--- src/rtl/slsp_pkg.sv ---
package slsp_pkg;

  // default sizes
  localparam int MAX_TASKS_DEF = 1024;
  localparam int MAX_PROCS_DEF = 64;
  localparam int TIME_BITS_DEF = 32;

  // fixed field widths
  localparam int OP_W   = 2;
  localparam int TIDX_W = 10;
  localparam int PIDX_W = 6;
  localparam int WT_W   = 32;
  localparam int ST_W   = 2;
  localparam int LOAD_W = 42;

  // wide enough to compare any in-use count with any index
  localparam int CMP_W = 17;

  // configuration registers
  localparam int PROCS_W = 7;
  localparam int TASKS_W = 11;
  localparam logic [PROCS_W-1:0] PROCS_RESET = 7'd64;
  localparam logic [TASKS_W-1:0] TASKS_RESET = 11'd1024;

  // operation codes
  localparam logic [OP_W-1:0] OP_LOAD = 2'd0;
  localparam logic [OP_W-1:0] OP_MOVE = 2'd1;
  localparam logic [OP_W-1:0] OP_EVAL = 2'd2;

  // status codes
  localparam logic [ST_W-1:0] STAT_OK         = 2'd0;
  localparam logic [ST_W-1:0] STAT_BAD_TASK   = 2'd1;
  localparam logic [ST_W-1:0] STAT_BAD_PROC   = 2'd2;
  localparam logic [ST_W-1:0] STAT_NOT_LOADED = 2'd3;

  typedef struct packed {
    logic [CMP_W-1:0] used_procs;
    logic [CMP_W-1:0] used_tasks;
    logic             wr;
  } cfg_t;

  typedef struct packed {
    logic [ST_W-1:0]   status;
    logic [LOAD_W-1:0] spread;
  } res_t;

endpackage

--- src/rtl/slsp_apb_regs.sv ---
module slsp_apb_regs #(
  parameter int MAX_TASKS = slsp_pkg::MAX_TASKS_DEF,
  parameter int MAX_PROCS = slsp_pkg::MAX_PROCS_DEF
) (
  input  logic                clk_i,
  input  logic                rst_ni,
  input  logic                psel,
  input  logic                penable,
  input  logic                pwrite,
  input  logic [2:0]          paddr,
  input  logic [31:0]         pwdata,
  output logic [31:0]         prdata,
  output logic                pready,
  output slsp_pkg::cfg_t      cfg_o
);

  localparam logic REG_PROCS = 1'b0;
  localparam logic REG_TASKS = 1'b1;
  localparam int   CW        = slsp_pkg::CMP_W;

  logic [slsp_pkg::PROCS_W-1:0] procs_q;
  logic [slsp_pkg::TASKS_W-1:0] tasks_q;
  logic                         wr;
  logic [CW-1:0]                procs_ext;
  logic [CW-1:0]                tasks_ext;

  assign pready = 1'b1;
  assign wr     = psel && penable && pwrite && pready;

  always_ff @(posedge clk_i or negedge rst_ni) begin
    if (!rst_ni) begin
      procs_q <= slsp_pkg::PROCS_RESET;
      tasks_q <= slsp_pkg::TASKS_RESET;
    end else if (wr) begin
      unique case (paddr[2])
        REG_PROCS: procs_q <= pwdata[slsp_pkg::PROCS_W-1:0];
        REG_TASKS: tasks_q <= pwdata[slsp_pkg::TASKS_W-1:0];
        default:   ;
      endcase
    end
  end

  always_comb begin
    unique case (paddr[2])
      REG_PROCS: prdata = 32'(procs_q);
      REG_TASKS: prdata = 32'(tasks_q);
      default:   prdata = '0;
    endcase
  end

  // in-use counts clamped to 1..max
  assign procs_ext = CW'(procs_q);
  assign tasks_ext = CW'(tasks_q);

  always_comb begin
    priority if (procs_q == '0) begin
      cfg_o.used_procs = CW'(1);
    end else if (procs_ext > CW'(MAX_PROCS)) begin
      cfg_o.used_procs = CW'(MAX_PROCS);
    end else begin
      cfg_o.used_procs = procs_ext;
    end
    priority if (tasks_q == '0) begin
      cfg_o.used_tasks = CW'(1);
    end else if (tasks_ext > CW'(MAX_TASKS)) begin
      cfg_o.used_tasks = CW'(MAX_TASKS);
    end else begin
      cfg_o.used_tasks = tasks_ext;
    end
    cfg_o.wr = wr;
  end

endmodule

--- config.mk ---
export PLATFORM = sky130hd
export DESIGN_NAME = slsp_apb_regs
export DESIGN_NICKNAME = d
export VERILOG_FILES = /design/src/rtl/slsp_pkg.sv /design/src/rtl/slsp_apb_regs.sv
export SDC_FILE = /design/constraint.sdc
export NUM_CORES = 1
export LEC_CHECK = 0
export ABC_AREA = 1
export BUFFER_PORTS_ARGS = -buffer_cell sky130_fd_sc_hd__clkbuf_2
export CAP_MARGIN = 20
export CORE_MARGIN = 2
export CORE_UTILIZATION = 33
export DETAILED_ROUTE_END_ITERATION = 10
export PLACE_DENSITY_LB_ADDON = 0.08
export SLEW_MARGIN = 15
export SYNTH_ARGS = -nofsm -noshare
export SYNTH_HDL_FRONTEND = slang
export SYNTH_SLANG_ARGS = --single-unit
--- constraint.sdc ---
create_clock -name clk_i -period 1.2 [get_ports clk_i]
set_clock_uncertainty 0.2 [all_clocks]
set_input_delay 0.12 -clock clk_i [delete_from_list [all_inputs] [get_ports clk_i]]
set_output_delay 0.12 -clock clk_i [all_outputs]
set_load 0.05 [all_outputs]
After elaboration in Yosys (flattened, before gate mapping)
Cells that the tools add are included.

Add/subtract/negate cells: 0. Multiply operators: 0. Div/mod/pow operators: 0. $lt $le $gt $ge: 2. Eq/ne operators: 0. Shifts and indexed selects: 0. Muxes and demuxes: 5. Bitwise operators: 1. Reduce and logical (&&, ||, !) cells: 6.

Operators by type and width (count): $pmux W32 S2 (1); $mux W11 (2); $mux W7 (2); $gt A11 B11 Y1 const B (1); $logic_not A11 Y1 (1); $gt A7 B7 Y1 const B (1); $logic_not A7 Y1 (1); $reduce_and A2 Y1 (2); $logic_and A1 B1 Y1 (2); $not A1 Y1 (1).

Flip-flop bits (word level): 18. Latch bits: 0. Bits in writable memories: 0. Bits in read-only memories: 0. Output and inout port bits: 68. Logic and storage cells: 16. Memories: 0.

Depth between registers and ports, before layout
Gate-level depths: netlist of run 1.

Depth after elaboration: 3. Depth in mapped cells: 7.

Least setup slack after synthesis of run 1
No wires, ideal clock.

Path type: register to output. Start: register procs_q[6] (netlist bit). End: output port prdata[6]. Arrival time: 1.668 ns. Slack: -0.788 ns. Stages on the path, launching flop included: 3. Cell sequence: dfstp_2 inv_1 o21ai_0.

Cells in the longest elaborated chain, start to end: 1.

Ends and longest elaborated chain: start, declared (line slsp_apb_regs.sv:21) `logic [slsp_pkg::PROCS_W-1:0] procs_q;`; start signal, assigned (line slsp_apb_regs.sv:32) `procs_q <= slsp_pkg::PROCS_RESET;`; start signal, assigned (line slsp_apb_regs.sv:36) `REG_PROCS: procs_q <= pwdata[slsp_pkg::PROCS_W-1:0];`; $pmux W32 S2 (line slsp_apb_regs.sv:44) `unique case (paddr[2])`; end, declared (line slsp_apb_regs.sv:12) `output logic [31:0] prdata,`.

Every way passes these cells. The select of a mux whose other input is x is not followed.

==> flow_summary.toml, run 1 <==
[drt]
wirelength_um = 3890
post-route-drc-count = 0
post_drt_via_cell_ratio = 4.10
wl_per_cell_um = 11.7
drtPass1Iterations = 4
ant_nets = 0
via_count = 1366
first_iter_violations = 34

[clock_tree]
cts-root-buf = "clkbuf_8"
clkTransAtPathRegs_ns = 0.07
clock_sinks = 18
cts_tree = "yes"
clock_path_buffers = 2
htreeDepth = 1
numCtsBuffers = 3
clkLatencyLatePin_ns = 0.25

[floorplanning]
fp.coreArea_mm2 = 0.00403
initial_utilization_pct = 34.4
fp.dieW_um = 68.8
die_h_um = 68.8
dieArea_mm2 = 0.00473
fp-row-count = 23
io_pins = 108

[logic_synthesis]
syn_inst = 191
synth.most_common_cell = "buf_4"
synth_top_cell_area_share_pct = 28.9
synth_top_cell_by_area = "dfrtp_1"
syn-mean-instance-area_um2 = 7.25
synth.distinct_cells = 22
synth_async_sr_flop_share_pct = 100
synth_area_leaders = "dfrtp_1, buf_4, nand2_1"
ys_seq_elements = 18
synth_common_cells = "buf_4, nand2_1, inv_1"
synth_seq_area_share_pct = 32.7
yosys_warnings = 0
synthFlopType = "dfrtp_1"
synth_edf_count = 0
syn-cell-area_mm2 = 0.00139

[sta]
setup-violations-final = 29
hold_viol = 0
rsz0062_at_grt = "yes"
tns_ns = -12.22
fmax_mhz = 553
period_share_pct = 151
finalMaxSlewViolations = 0
period_minus_slack_ns = 1.81
setup_ws_ns = -0.608

[grt]
grt.overflow.total = 0
track_usage_pct = 15.9
antenna_found_initial = 0
first_global_vias = 1236
grt_pass1_wl_um = 5550
grt_start_max_net_pins = 23

[finish]
fillers = 326
drive_gt1_share_pct = 56.2
area_delta_synth_final_pct = 98.2
n_antenna_cell = 0
fin_nets = 324

[setup_path]
rrSetupSlack_ns = 0.06
cp.required_ns = 0.88
crit_path_start = "tasks_q[5]$_DFFE_PN0P_"
r2r-start = "tasks_q[10]$_DFFE_PN1P_"
critPathKind = "flip-flop to output pin"
cp-start-kind = "flip-flop"
crit_top_cell = "nor2_4"
crit_chain = "nor2_2, nand3_2, nor2_4, nor2_4, buf_12, nor2_4, buf_8"
slowest_stage = "dfrtp_1"
critPathMaxFanout = 5
crit_family = "simple AND/OR/NAND/NOR gates"
endpoint_kind = "output pin"
max_stage_delay_ns = 0.41
arrival_ns = 1.49
cp_num_buf_inv = 2

[power_and_ir_drop]
power_frac_clock_pct = 11.5
power_leakage_nw = 1.38
seqPwrFrac_pct = 19.3
power_switching_share_pct = 46.4
p_int_w = 0.00231
pwr_density_cell_mw_per_mm2 = 1570
comb_power_share_pct = 69.2
power.switching_w = 0.00200
vdd_ir_drop_max_mv = 0.798

[job]
maxCapViolCount = 0

[status]
status = "finished, violations left"
violations = "setup timing"

[placement]
dp_slack_ns = -0.410
post-dp-hpwl_um = 2730
port-buffer-count = 46
place_congestion = 0.804

[min_path]
min_path_type = "primary input to async pin"
final cells by class:
cell class	count	area, µm²	share of cell area (%)
Timing Repair Buffer	98	1140	41.5
Clock buffer	4	55.1	2.01
Sequential cell	18	453	16.5
Tap cell	50	62.6	2.28
Multi-Input combinational cell	131	896	32.6
Inverter	32	140	5.10
through the flow:
| step | cell area, µm² | hold WS [ns] | util (%) | std cells | total power, W |
|---|---|---|---|---|---|
| floorplan | 1650 | -0.376 | - | 227 | 0.00235 |
| global placement | 2020 | -0.108 | 50.0 | 305 | 0.00308 |
| detailed placement | 2020 | -0.106 | 50.0 | 305 | 0.00309 |
| CTS | 2570 | 0.155 | 63.8 | 326 | 0.00407 |
| global route | 2750 | 0.188 | 68.1 | 333 | 0.00451 |
| finish | 2750 | 0.147 | 68.1 | 333 | 0.00430 |
flip-flops by register name, summed over array words and instances (netlist names):
register,count
tasks_q,11
procs_q,7
power by group through the flow:
stage / Combinational, W / Clock [W] / Sequential (W)
2_1_floorplan: 0.00153 / 0 / 0.000825
3_3_place_gp: 0.00229 / 0 / 0.000798
3_5_place_dp: 0.00229 / 0 / 0.000803
4_1_cts: 0.00274 / 0.000512 / 0.000811
5_1_grt: 0.00313 / 0.000533 / 0.000845
6_report: 0.00298 / 0.000496 / 0.000830
worst paths after layout:
path,cells past startpoint,end
max,7,cfg_o[6]
min,2,procs_q[1]$_DFFE_PN0P_
max reg2reg,4,tasks_q[10]$_DFFE_PN1P_
min reg2reg,2,procs_q[4]$_DFFE_PN0P_
max in group asynchronous,2,procs_q[6]$_DFFE_PN1P_
min in group clk_i,5,procs_q[6]$_DFFE_PN1P_
placed cells by master, fill, tap and decap left out, types with 3 or more instances in the layout:
cell,instances
clkbuf_8,4
inv_1,18
clkbuf_2,16
nor2_4,18
o21ai_1,8
nand2_2,4
nor2_2,3
o21ai_4,7
conb_1,38
dfrtp_1,16
nand2_4,10
o21ai_2,8
buf_8,13
buf_6,20
buf_12,15
dlygate4sd3_1,12
clkbuf_16,3
nand2_1,24
inv_4,3
o21a_1,4
buf_4,18
inv_2,8
kinds of logic after synthesis:
family,count (synthesis),share of synthesized area [%]
buffers and inverters,78,33.7
and+or+nand+nor,66,20.7
other,2,0.542
DFF,18,32.7
AOI/OAI and AO/OA,27,12.4
timing repair:
action	CTS	global route
endpoints found under the setup margin	29	31
resized for setup	83	44
hold buffers	12	0
pin swaps	8	13
buffers inserted	5	10
endpoints found under the hold margin	36	0
routing by layer:
metal | up-vias | GRT usage [%] | wire length (µm)
li1 | 682 | - | -
met1 | 632 | 21.8 | 1660
met2 | 48 | 26.1 | 2000
met3 | 4 | 1.62 | 179
met4 | 0 | 5.15 | 55
met5 | - | 0 | 0
No activity file was read; power rests on OpenSTA's default activity.
==> run 2: changes to the inputs <==
Settings changed: BUFFER_PORTS_ARGS -buffer_cell sky130_fd_sc_hd__clkbuf_2 to -buffer_cell sky130_fd_sc_hd__buf_2.
==> flow_summary.toml, run 2 (synthesis gave the netlist of run 1 again) <==
[sta]
fmax_mhz = 539
worstMarginPinSlew_ns = 0.524
hold_viol = 0
rsz0062_at_grt = "yes"
period_share_pct = 155
relSlewSlack_pct = 65.0
tns_ns = -12.65
period_minus_slack_ns = 1.86
setup_ws_ns = -0.655
setup-violations-final = 29
finalMaxSlewViolations = 0

[setup_path]
crit_family = "simple AND/OR/NAND/NOR gates"
critPathMaxFanout = 3
crit_top_cell = "nor2_4"
endpoint_kind = "output pin"
max_stage_delay_ns = 0.39
critPathKind = "flip-flop to output pin"
crit_chain = "nor2_2, nand3_2, nor2_4, nor2_4, buf_12, nor2_4, buf_8"
slowest_stage = "dfrtp_1"
arrival_ns = 1.54
cp_num_buf_inv = 2
cp-start-kind = "flip-flop"
cp.required_ns = 0.88

[finish]
regArea_um2 = 453
drive_gt1_share_pct = 55.9
layout_common_cells = "conb_1, buf_6, nand2_1"
n_antenna_cell = 0
multi_input_area_um2 = 817
area_delta_synth_final_pct = 79.6
layout_commonest_cell = "conb_1"
fillers = 358
largest_registers = "tasks_q (11), procs_q (7)"
largest_reg_flops = 11
regMostFlops = "tasks_q"
fin_nets = 322

[clock_tree]
cts_tree = "yes"
clkTransAtPathRegs_ns = 0.07
clock_sinks = 18
cts-root-buf = "clkbuf_8"
htreeDepth = 1
clkLatencyLatePin_ns = 0.25
numCtsBuffers = 3
clock_path_buffers = 2

[floorplanning]
initial_utilization_pct = 34.4
fp.dieW_um = 68.8
die_h_um = 68.8
fp-row-count = 23
io_pins = 108
dieArea_mm2 = 0.00473
fp.coreArea_mm2 = 0.00403

[min_path]
min_path_type = "primary input to async pin"

[drt]
drtPass1Iterations = 4
first_iter_violations = 27
post-route-drc-count = 0
via_count = 1335
post_drt_via_cell_ratio = 4.03
wl_per_cell_um = 11.6
ant_nets = 0
wirelength_um = 3830

[grt]
grt_use_met3_pct = 2.44
grt_use_met1_pct = 19.7
grt_pass1_wl_um = 5400
grt_start_max_net_pins = 23
track_usage_pct = 15.7
use_met2_pct = 27.4
grt.overflow.total = 0
grt.busiest_layer = "met2"
first_global_vias = 1196
antenna_found_initial = 0

[placement]
post-dp-hpwl_um = 2620
dp_slack_ns = -0.410
place_congestion = 0.735
port-buffer-count = 46

[power_and_ir_drop]
power_leakage_nw = 1.27
pwr_density_cell_mw_per_mm2 = 1590
vdd_ir_drop_max_mv = 0.691

[job]
maxCapViolCount = 0

[status]
violations = "setup timing"
status = "finished, violations left"
==> run 2: worst paths after layout <==
check | startpoint | to | slack [ns] | depth (start not counted)
max | tasks_q[1]$_DFFE_PN0P_ | cfg_o[7] | -0.66 | 7
min | rst_ni | procs_q[3]$_DFFE_PN0P_ | 0.14 | 2
max reg2reg | tasks_q[7]$_DFFE_PN0P_ | tasks_q[7]$_DFFE_PN0P_ | 0.04 | 5
min reg2reg | procs_q[6]$_DFFE_PN1P_ | procs_q[6]$_DFFE_PN1P_ | 0.40 | 3
max in group asynchronous | rst_ni | tasks_q[10]$_DFFE_PN1P_ | 0.33 | 2
min in group clk_i | penable | procs_q[6]$_DFFE_PN1P_ | 0.19 | 5
==> run 2: per-layer routing <==
layer | vias up | share of wire, %
met5 | - | 0
li1 | 677 | -
met2 | 48 | 53
met4 | 0 | 0.57
met1 | 608 | 42
met3 | 2 | 4.3
==> run 2: repair_timing <==
item                                    CTS  global route
endpoints found under the setup margin   29            31
setup buffers                             5             8
resized for setup                        87            42
hold endpoints to repair                 36             0
pin swaps                                 7             9
hold buffers                             12             0
==> run 2: cell type report <==
type	instances	area share, %
Tap cell	50	2.52
Sequential cell	18	18.2
Clock buffer	4	2.21
Inverter	32	5.63
Timing Repair Buffer	96	38.6
Multi-Input combinational cell	131	32.8
==> run 2: through the flow <==
| stage | utilization (%) | power (W) | std cells | hold WS [ns] | cell area, µm² |
|---|---|---|---|---|---|
| after floorplan | - | 0.00235 | 227 | -0.376 | 1650 |
| after global placement | 45.0 | 0.00276 | 304 | -0.111 | 1810 |
| after detailed placement | 45.0 | 0.00276 | 304 | -0.121 | 1810 |
| after CTS | 56.7 | 0.00371 | 324 | 0.136 | 2290 |
| after global routing | 61.7 | 0.00415 | 331 | 0.181 | 2490 |
| final | 61.7 | 0.00396 | 331 | 0.137 | 2490 |
==> run 2: report_power, final <==
group          total, W  switching [W]  internal, W
Combinational   0.00263        0.00160      0.00103
Sequential     0.000829      0.0000987     0.000730
Clock          0.000501       0.000209     0.000291
